File: src/rtl/button_debounce_hold_double_click_macros.svh
// assertion macros for the button debounce rtl
// no dependencies; included by files that carry assertions
`ifndef BUTTON_DEBOUNCE_HOLD_DOUBLE_CLICK_MACROS_SVH
`define BUTTON_DEBOUNCE_HOLD_DOUBLE_CLICK_MACROS_SVH

// same-cycle implication, checked out of reset
`define BDHD_ASSERT_NOW(label, clk, rst_n, ante, cons, msg) \
    label: assert property (@(posedge clk) disable iff (!rst_n) (ante) |-> (cons)) \
        else $error(msg);

// next-cycle implication, checked out of reset
`define BDHD_ASSERT_NEXT(label, clk, rst_n, ante, cons, msg) \
    label: assert property (@(posedge clk) disable iff (!rst_n) (ante) |=> (cons)) \
        else $error(msg);

`endif

File: src/rtl/bdhd_pkg.sv
// types and constants for the button debounce block
// no dependencies
`timescale 1ns / 1ps

package bdhd_pkg;

    localparam int unsigned TIME_W = 32;
    localparam int unsigned DEB_W  = 16;
    localparam int unsigned IDX_W  = 2;

    localparam logic [IDX_W-1:0] CFG_DEBOUNCE = 2'd0;
    localparam logic [IDX_W-1:0] CFG_HOLD     = 2'd1;
    localparam logic [IDX_W-1:0] CFG_DOUBLE   = 2'd2;

    localparam logic [DEB_W-1:0] DEBOUNCE_RESET = 16'd15;

    localparam logic LEVEL_PRESSED  = 1'b0;
    localparam logic LEVEL_RELEASED = 1'b1;

    typedef struct packed {
        logic [DEB_W-1:0]  debounce_ms;
        logic [TIME_W-1:0] hold_ms;
        logic [TIME_W-1:0] double_ms;
    } t_cfg;

    typedef struct packed {
        logic press;
        logic release_ev;
        logic hold;
        logic hold_release;
        logic dbl;
    } t_flags;

endpackage

File: src/rtl/bdhd_cfg.sv
// configuration registers: debounce, hold and double-click times
// depends on bdhd_pkg
`timescale 1ns / 1ps

module bdhd_cfg (
    input  logic                              i_clk,
    input  logic                              i_rst_n,
    input  logic                              i_we,
    input  logic [bdhd_pkg::IDX_W-1:0]        i_index,
    input  logic [bdhd_pkg::TIME_W-1:0]       i_data,
    output bdhd_pkg::t_cfg                    o_cfg
);

    bdhd_pkg::t_cfg r_cfg;
    bdhd_pkg::t_cfg n_cfg;

    always_comb begin
        n_cfg = r_cfg;
        if (i_we) begin
            case (i_index)
                bdhd_pkg::CFG_DEBOUNCE: n_cfg.debounce_ms = i_data[bdhd_pkg::DEB_W-1:0];
                bdhd_pkg::CFG_HOLD:     n_cfg.hold_ms     = i_data;
                bdhd_pkg::CFG_DOUBLE:   n_cfg.double_ms   = i_data;
                default:                n_cfg             = r_cfg;
            endcase
        end
    end

    always_ff @(posedge i_clk) begin
        if (!i_rst_n) begin
            r_cfg.debounce_ms <= bdhd_pkg::DEBOUNCE_RESET;
            r_cfg.hold_ms     <= '0;
            r_cfg.double_ms   <= '0;
        end else begin
            r_cfg <= n_cfg;
        end
    end

    assign o_cfg = r_cfg;

endmodule

File: src/rtl/bdhd_eval.sv
// button state and the per-poll update of debounce, hold and double click
// depends on bdhd_pkg
`timescale 1ns / 1ps

module bdhd_eval (
    input  logic                              i_clk,
    input  logic                              i_rst_n,
    input  logic                              i_fire,
    input  logic                              i_level,
    input  logic [bdhd_pkg::TIME_W-1:0]       i_now_ms,
    input  bdhd_pkg::t_cfg                    i_cfg,
    output bdhd_pkg::t_flags                  o_flags
);

    logic                        r_stable;
    logic                        r_prev_raw;
    logic [bdhd_pkg::TIME_W-1:0] r_change_time;
    logic [bdhd_pkg::TIME_W-1:0] r_press_time;
    logic [bdhd_pkg::TIME_W-1:0] r_earlier_time;
    logic                        r_holding;
    logic                        r_armed;

    logic                        n_stable;
    logic [bdhd_pkg::TIME_W-1:0] n_change_time;
    logic [bdhd_pkg::TIME_W-1:0] n_press_time;
    logic [bdhd_pkg::TIME_W-1:0] n_earlier_time;
    logic                        n_holding;
    logic                        n_armed;

    logic [bdhd_pkg::TIME_W-1:0] w_since_change;
    logic [bdhd_pkg::TIME_W-1:0] w_since_press;
    logic [bdhd_pkg::TIME_W-1:0] w_gap;
    logic                        w_settled;
    bdhd_pkg::t_flags            w_flags;

    always_comb begin
        n_stable       = r_stable;
        n_press_time   = r_press_time;
        n_earlier_time = r_earlier_time;
        n_holding      = r_holding;
        n_armed        = r_armed;
        w_flags        = '0;

        n_change_time  = (i_level != r_prev_raw) ? i_now_ms : r_change_time;
        w_since_change = i_now_ms - n_change_time;
        w_settled      = (w_since_change > {{(bdhd_pkg::TIME_W-bdhd_pkg::DEB_W){1'b0}},
                                            i_cfg.debounce_ms})
                         && (i_level != r_stable);

        if (w_settled) begin
            n_stable = i_level;
            if (i_level == bdhd_pkg::LEVEL_PRESSED) begin
                w_flags.press = 1'b1;
                n_press_time  = i_now_ms;
            end else begin
                w_flags.release_ev = 1'b1;
                // a release after a double forgets the earlier press so a third
                // click does not count again
                n_earlier_time = r_armed ? '0 : r_press_time;
                n_armed        = 1'b0;
                if (r_holding) begin
                    w_flags.hold_release = 1'b1;
                    n_holding            = 1'b0;
                end
            end
        end

        w_since_press = i_now_ms - n_press_time;
        if ((i_cfg.hold_ms != '0) && (w_since_press > i_cfg.hold_ms)
                && (n_stable == bdhd_pkg::LEVEL_PRESSED) && !n_holding) begin
            n_holding    = 1'b1;
            w_flags.hold = 1'b1;
        end

        // zero double time never passes since an unsigned gap is never below it
        w_gap = n_press_time - n_earlier_time;
        if ((w_gap != '0) && (w_gap < i_cfg.double_ms) && !n_armed && !w_flags.hold) begin
            n_armed     = 1'b1;
            w_flags.dbl = 1'b1;
        end
    end

    always_ff @(posedge i_clk) begin
        if (!i_rst_n) begin
            r_stable       <= bdhd_pkg::LEVEL_RELEASED;
            r_prev_raw     <= bdhd_pkg::LEVEL_RELEASED;
            r_change_time  <= '0;
            r_press_time   <= '0;
            r_earlier_time <= '0;
            r_holding      <= 1'b0;
            r_armed        <= 1'b0;
        end else if (i_fire) begin
            r_stable       <= n_stable;
            r_prev_raw     <= i_level;
            r_change_time  <= n_change_time;
            r_press_time   <= n_press_time;
            r_earlier_time <= n_earlier_time;
            r_holding      <= n_holding;
            r_armed        <= n_armed;
        end
    end

    assign o_flags = w_flags;

endmodule

File: src/rtl/button_debounce_hold_double_click.sv
// channel  | signals                                   | direction
// -------- | ----------------------------------------- | ---------
// poll in  | i_in_valid o_in_ready i_level i_now_ms    | in
// result   | o_out_valid i_out_ready o_*_seen (5 flags) | out
// config   | i_cfg_valid o_cfg_ready i_cfg_index/data  | in
//
// one item per cycle sustained while results are taken; an item sits
// in the input register, its result goes to the output register once
// free; the state update is a single pass of subtract and compare logic
// a stalled result holds the output register; the input register still
// takes an item, further items wait until the result is taken
// synchronous active-low reset puts the button in the released state
// depends on bdhd_pkg, bdhd_cfg, bdhd_eval and the macros header
`timescale 1ns / 1ps
`include "button_debounce_hold_double_click_macros.svh"

module button_debounce_hold_double_click (
    input  logic                              i_clk,
    input  logic                              i_rst_n,
    input  logic                              i_in_valid,
    output logic                              o_in_ready,
    input  logic                              i_level,
    input  logic [bdhd_pkg::TIME_W-1:0]       i_now_ms,
    output logic                              o_out_valid,
    input  logic                              i_out_ready,
    output logic                              o_press_seen,
    output logic                              o_release_seen,
    output logic                              o_hold_seen,
    output logic                              o_hold_release_seen,
    output logic                              o_double_seen,
    input  logic                              i_cfg_valid,
    output logic                              o_cfg_ready,
    input  logic [bdhd_pkg::IDX_W-1:0]        i_cfg_index,
    input  logic [bdhd_pkg::TIME_W-1:0]       i_cfg_data
);

    logic                        r_in_valid;
    logic                        r_level;
    logic [bdhd_pkg::TIME_W-1:0] r_now_ms;
    logic                        r_out_valid;
    bdhd_pkg::t_flags            r_flags;

    logic                        n_in_valid;
    logic                        n_out_valid;

    logic                        w_out_free;
    logic                        w_fire;
    logic                        w_in_take;
    bdhd_pkg::t_cfg              w_cfg;
    bdhd_pkg::t_flags            w_flags;

    assign o_cfg_ready = 1'b1;

    bdhd_cfg u_cfg (
        .i_clk   (i_clk),
        .i_rst_n (i_rst_n),
        .i_we    (i_cfg_valid),
        .i_index (i_cfg_index),
        .i_data  (i_cfg_data),
        .o_cfg   (w_cfg)
    );

    bdhd_eval u_eval (
        .i_clk    (i_clk),
        .i_rst_n  (i_rst_n),
        .i_fire   (w_fire),
        .i_level  (r_level),
        .i_now_ms (r_now_ms),
        .i_cfg    (w_cfg),
        .o_flags  (w_flags)
    );

    assign w_out_free = !r_out_valid || i_out_ready;
    assign w_fire     = r_in_valid && w_out_free;
    assign o_in_ready = !r_in_valid || w_fire;
    assign w_in_take  = i_in_valid && o_in_ready;

    always_comb begin
        n_in_valid  = w_in_take || (r_in_valid && !w_fire);
        n_out_valid = w_fire || (r_out_valid && !i_out_ready);
    end

    always_ff @(posedge i_clk) begin
        if (!i_rst_n) begin
            r_in_valid  <= 1'b0;
            r_out_valid <= 1'b0;
        end else begin
            r_in_valid  <= n_in_valid;
            r_out_valid <= n_out_valid;
        end
    end

    always_ff @(posedge i_clk) begin
        if (w_in_take) begin
            r_level  <= i_level;
            r_now_ms <= i_now_ms;
        end
        if (w_fire) begin
            r_flags <= w_flags;
        end
    end

    assign o_out_valid         = r_out_valid;
    assign o_press_seen        = r_flags.press;
    assign o_release_seen      = r_flags.release_ev;
    assign o_hold_seen         = r_flags.hold;
    assign o_hold_release_seen = r_flags.hold_release;
    assign o_double_seen       = r_flags.dbl;

    `BDHD_ASSERT_NOW(a_no_press_and_release, i_clk, i_rst_n,
        r_out_valid, !(r_flags.press && r_flags.release_ev),
        "press and release in one result")
    `BDHD_ASSERT_NOW(a_hold_release_is_release, i_clk, i_rst_n,
        r_out_valid && r_flags.hold_release, r_flags.release_ev,
        "hold release without a release")
    `BDHD_ASSERT_NOW(a_hold_blocks_double, i_clk, i_rst_n,
        r_out_valid && r_flags.hold, !r_flags.dbl,
        "hold and double in one result")
    `BDHD_ASSERT_NEXT(a_result_follows_fire, i_clk, i_rst_n,
        w_fire, r_out_valid,
        "evaluated item produced no result")
    `BDHD_ASSERT_NOW(a_full_stall_blocks_input, i_clk, i_rst_n,
        r_in_valid && r_out_valid && !i_out_ready, !o_in_ready,
        "input taken while both registers are full")

endmodule

File: config.mk
export PLATFORM = sky130hd
export DESIGN_NAME = button_debounce_hold_double_click
export DESIGN_NICKNAME = d
export VERILOG_FILES = /design/src/rtl/bdhd_pkg.sv /design/src/rtl/bdhd_cfg.sv /design/src/rtl/bdhd_eval.sv /design/src/rtl/button_debounce_hold_double_click.sv
export VERILOG_INCLUDE_DIRS = /design/src /design/src/rtl
export SDC_FILE = /design/constraint.sdc
export NUM_CORES = 1
export LEC_CHECK = 0
export ABC_AREA = 1
export BUFFER_PORTS_ARGS = -buffer_cell sky130_fd_sc_hd__clkbuf_2
export CAP_MARGIN = 25
export CORE_MARGIN = 2
export CORE_UTILIZATION = 53
export DETAILED_ROUTE_END_ITERATION = 12
export PLACE_DENSITY = 0.71
export SLEW_MARGIN = 20
export SYNTH_ARGS = -nofsm -noshare
export SYNTH_HDL_FRONTEND = slang
export SYNTH_SLANG_ARGS = --single-unit
File: constraint.sdc
create_clock -name i_clk -period 9.5 [get_ports i_clk]
set_input_delay 0.475 -clock i_clk [delete_from_list [all_inputs] [get_ports i_clk]]
set_output_delay 0.475 -clock i_clk [all_outputs]
set_load 0.05 [all_outputs]
* Word level (Yosys, flattened, before mapping)
Index checks and enable logic that the tools add are counted.
Word-level totals: flip-flop bits (word level) 220, input port bits 72, word-level logic and storage cells 77
Operators by class: add/subtract/negate cells 3, order comparisons 3, equal/unequal tests 4, muxes and demuxes 18, bitwise operators 1, reductions and logical operators 29
Operators by type and width (number):
- 32-bit two-way mux | 6
- 32-bit subtractor | 3
- 32-bit nonzero test | 2
- 32-bit by 16-bit > comparator with 1-bit output | 1
- 32-bit > comparator | 1
- 32-bit less-than comparator | 1
- 1-bit two-way mux | 12
- 1-bit logical AND | 11
- 2-bit AND reduction | 4
- 1-bit zero test | 7
- 1-bit logical OR | 4
- 2-bit by 1-bit == test with 1-bit output, second input constant | 1
- 2-bit == test, second input constant | 1
- 2-bit zero test | 1
- 1-bit inequality test | 2
- 1-bit inverter | 1

* Logic depth before layout (Yosys ltp)
word-level depth 15, gate-level depth with buffers 71

* By module
A second synthesis with hierarchy kept.
Unflattened totals: cell total of the unflattened synthesis 2774, area total of the unflattened synthesis 17842.1 µm²
Modules (own cells, without submodules):
- bdhd_eval | times used 1, cells each 2216, area each 13257.7 µm², sequential area each 2001.9 µm²
- bdhd_cfg | times used 1, cells each 505, area each 3337.0 µm², sequential area each 1601.5 µm²
- button_debounce_hold_double_click | times used 1, cells each 53, area each 1247.4 µm², sequential area each 1181.1 µm²

* Worst setup path after synthesis
No wires, ideal clock.
path kind reg-to-reg, from reg r_level, to reg r_flags, in the netlist o_double_seen (data pin), setup time 0.249 ns, arrival 8.338 ns, setup slack 0.913 ns, cell stages (with the launch flop) 67, buffers on the path 5, period minus slack after synthesis 8.587 ns, path through edfxtp_1 buf_6 inv_2 nand2_2 nand2_4 buf_6 clkbuf_1 clkbuf_1 nand2_1 o21ai_0 ha_1 inv_1 ha_1 inv_1 nand2_1 nand3_1 nand3_1 nand2_1 (+31 left out) a21oi_1 o21ai_1 a21oi_1 xor2_1 ha_1 nand2_1 inv_1 nand3_1 nor2_1 inv_1 nor3_1 nand2_1 a31o_2 nor2_1 and2_4 nor2_2 nand2_1 inv_1
RTL lines:
- start, declared | line button_debounce_hold_double_click.sv:38 | logic r_level;
- start signal, assigned | line button_debounce_hold_double_click.sv:95 | r_level <= i_level;
- end signal, assigned | line button_debounce_hold_double_click.sv:99 | r_flags <= w_flags;
- end, declared | line button_debounce_hold_double_click.sv:41 | bdhd_pkg::t_flags r_flags;

==> implementation parameters <==
Parameter                              Value

Floorplan
  Number of placement rows    64
  IO Pins    80
  Die Footprint    0.0328 mm²
  Die X    181 µm
  Core footprint    0.0307 mm²
  Die boundary height    181 µm
  Initial cell density of the core    54.1%

Synth
  Cell type with the highest aggregate area in the netlist    dfxtp_1
  Synthesized netlist cell count    2451
  Portion of synthesized cell area occupied by the leading cell type    21.9%
  Leading post-synthesis cells by cell area    dfxtp_1 22%, ha_1 12%, nand2_1 11%, inv_1 10%, a21oi_1 8.1%
  Flops & latches, synth    220
  Distinct cell type count after synthesis    54
  Fraction of the yosys area taken by sequential cells    28.7%
  Count of flip-flops with a built-in enable after synthesis    38
  Number of nets produced by synthesis    2688
  Combined area of all synthesized cells    0.0166 mm²
  Share of flip-flops with an asynchronous set or reset    0%
  Primary FF master, synth    dfxtp_1
  Number of warnings reported in the yosys synthesis log    0
  Average instance area after synthesis    6.79 µm²

Timing
  Transition time at the pin with the least slew margin    0.874 ns
  Final setup TNS    0 ns
  Post-route clock period utilization    92.6%
  Number of hold-slack violations in the final timing report    0
  Worst slew margin    41.6%
  Achievable frequency    0.114 GHz
  Maximum clock skew at final layout    0.0182 ns
  Final Max Slew Viols    0
  Setup WS post-layout    0.698 ns
  Unrepaired setup endpoints after global routing    no
  Total of endpoints with negative setup slack in the final report    0
  Minimum period implied by the final worst setup slack    8.80 ns

Detailed routing
  Wirelength per Cell    16.4 µm
  Routed via count divided by cell count    5.49
  Post-route ant nets    0
  Total Wirelength    47700 µm
  Remaining DRCs    0
  Initial drt markers    1416
  Number of vias in the routed layout    16000
  Number of detailed-routing iterations run before antenna repair    8

GRT
  Global route overflow    0
  Vias in the first global route    14600
  Met1 routing resource usage after global routing    40.8%
  Total global-route track usage    28.2%
  Wire length of the first global-routing pass    74500 µm
  Global Route met3 Usage    3.51%
  Maximum number of pins on one net before global-route repair    118
  Initial antenna violation count    0
  Most used routing layer in global routing    met2
  Met2 demand-to-capacity share in global routing    44.4%

Placement
  Half-perimeter wire length of the detailed placement result    37600 µm
  Last weighted congestion value of the routability-driven placer    1.00
  Post-placement worst setup slack    0.123 ns
  Count of port buffers added during placement    78

Worst hold path
  Hold Path Sink    r_now_ms[6]
  Hold Path Origin    i_now_ms[6]
  Classification of the worst-slack hold path    in2reg
  Count of cells along the worst hold path    1

Critical path
  Highest cell delay on the worst timing path    0.50 ns
  Reg2reg end    o_double_seen
  Register-to-register path setup slack    0.70 ns
  Cells on worst reg2reg path    61
  Standard cell with the maximum stage delay on the critical path    edfxtp_1
  Worst Setup End Kind    flip-flop
  Most used cell, CP    nand2_1
  Kind of launch point of the worst setup path    flip-flop
  Critical path class    reg2reg
  Launching instance or port of the critical path    r_level
  WP data arrival    9.10 ns
  Max Fanout on Critical Path    13
  WP data required    9.80 ns
  Startpoint of the lowest-slack register-to-register path    r_level

Power
  Switching power summed over all nets    1.31 mW
  Leakage dissipation    9.07 nW
  Total Power Consumption    3.44 mW
  Clock share of power    31.1%
  Peak VDD IR    0.136 mV
  Power per unit of standard cell area    188 mW/mm²
  Share of power burned in registers    30.5%
  Cell internal power dissipation    2.13 mW
  Proportion of total power due to net switching    38.0%
  Comb power frac    38.4%

CTS
  CTS H-tree depth    1
  Number of buffers between clock root and the deepest sink    3
  Sinks on the clock net    220
  Clk slew on worst S/H paths    0.06 ns
  Worst-Skew Late Latency    0.54 ns
  TritonCTS clock tree    done
  Number of buffers added by the clock tree synthesis step    27
  Root buffer cell    clkbuf_16

Finish
  Fin nets    2735
  Area added between synthesis and finish    10.1%
  Most common cell after layout, fill and taps aside    nand2_1
  Filler cell count in the final layout    2934
  # diodes    0
  Top library cells by usage in the layout, fill and taps aside    478 x nand2_1, 446 x inv_1, 265 x a21oi_1, 210 x o21ai_0, 182 x dfxtp_1
  Fraction of final layout cells sized beyond drive strength 1    9.93%

Run
  Maxcap violations    0

Outcome
  Result of the run    finished, final reports clean
-- registers in the layout, summed over array words and instances (netlist names), 32 cells and up --
| name | count |
|---|---|
| u_eval.r_press_time | 32 |
| u_eval.r_change_time | 32 |
| r_now_ms | 32 |
| u_eval.r_earlier_time | 32 |
| u_cfg.o_cfg | 80 |
-- cells in the mapped netlist, types with 2 or more instances --
cell and number:
a211oi_1 5, a21boi_0 7, a21boi_1 2, a21o_1 5, a21oi_1 270, a21oi_2 2
a31oi_1 10, buf_1 2, buf_2 8, buf_4 7, buf_6 4, clkbuf_1 58
clkinv_1 3, dfxtp_1 182, edfxtp_1 38, fa_1 2, ha_1 163, inv_1 446
inv_2 29, nand2_1 479, nand2_2 11, nand2_4 3, nand3_1 81, nand3_2 13
nand3b_1 2, nand4_1 28, nor2_1 138, nor2_2 6, nor2_4 3, nor3_1 18
nor4_1 13, o211ai_1 59, o21ai_0 217, o21ai_1 15, o21ai_2 19, o21bai_1 8
o31ai_1 13, xnor2_1 18, xor2_1 49
-- cell type report --
type / count / area (µm²) / area share (%)
well taps: 396 / 495 / 2.70
flip-flops and latches: 220 / 4780 / 26.1
repair buffers: 96 / 541 / 2.95
multi-input cells: 1675 / 9790 / 53.4
clock buffers: 37 / 774 / 4.23
inverters: 478 / 1800 / 9.80
clock inverters: 11 / 141 / 0.772
-- cell families (layout without fill, tap and decap cells) --
group           count (synthesis)  after routing  synth area share [%]
compound gates                638            638                  21.4
xor+xnor                       67             67                  3.53
fa+ha+maj                     165            165                  12.5
buf+inv                       558            622                  13.0
flops                         220            220                  28.7
other cells                     1              1                0.0225
simple gates                  802            804                  20.8
-- per-layer routing --
metal  share of wire (%)  vias to the layer above  wire, µm
met1                  47                     7313     22500
met4                 2.6                        0      1220
li1                    -                     8128         -
met3                 7.4                       69      3550
met2                  43                      496     20400
met5                   0                        -         0
-- what timing repair did --
item	4_1_cts	5_1_grt
gates resized for setup	0	28
setup endpoints to repair	0	4
hold buffers	0	0
buffers inserted	0	5
-- worst max path at each step --
| stage | to | slack (ns) | depth (start not counted) |
|---|---|---|---|
| after floorplan | o_double_seen | 0.91 | 66 |
| after global placement | u_eval.r_armed | 0.30 | 57 |
| after detailed placement | u_eval.r_armed | 0.12 | 57 |
| after CTS | u_eval.r_armed | 0.1 | 57 |
| after global routing | u_eval.r_armed | 0.003 | 60 |
| final | o_double_seen | 0.70 | 61 |
-- power by group through the flow --
stage	logic [mW]	clock network [mW]	registers, mW
final	1.32	1.07	1.05
after detailed placement	1.28	0	1.07
after CTS	1.29	1.09	1.05
after global placement	1.25	0	1.07
after floorplan	0.962	0	1.06
after global routing	1.50	1.12	1.05
-- critical path, delay by kind of cell (launching register included) --
family                   cells  cell delay [ns]
buffers and inverters        8             0.64
XOR/XNOR                     2             0.27
flip-flops                   1             0.50
AND/OR/NAND/NOR             31             3.48
adder cells (fa/ha/maj)      5             1.36
AO/OA/AOI/OAI               15             2.28
-- through the flow --
stage	utilization (%)	hold slack [ns]	instance area, µm²	cells
floorplan	-	0.425	16600	2451
global placement	56.1	0.434	17200	2857
detailed placement	56.1	0.445	17200	2857
CTS	59.1	0.0812	18200	2905
global route	59.6	0.0871	18300	2913
finish	59.6	0.103	18300	2913
Power figures use the tool's default switching activity.
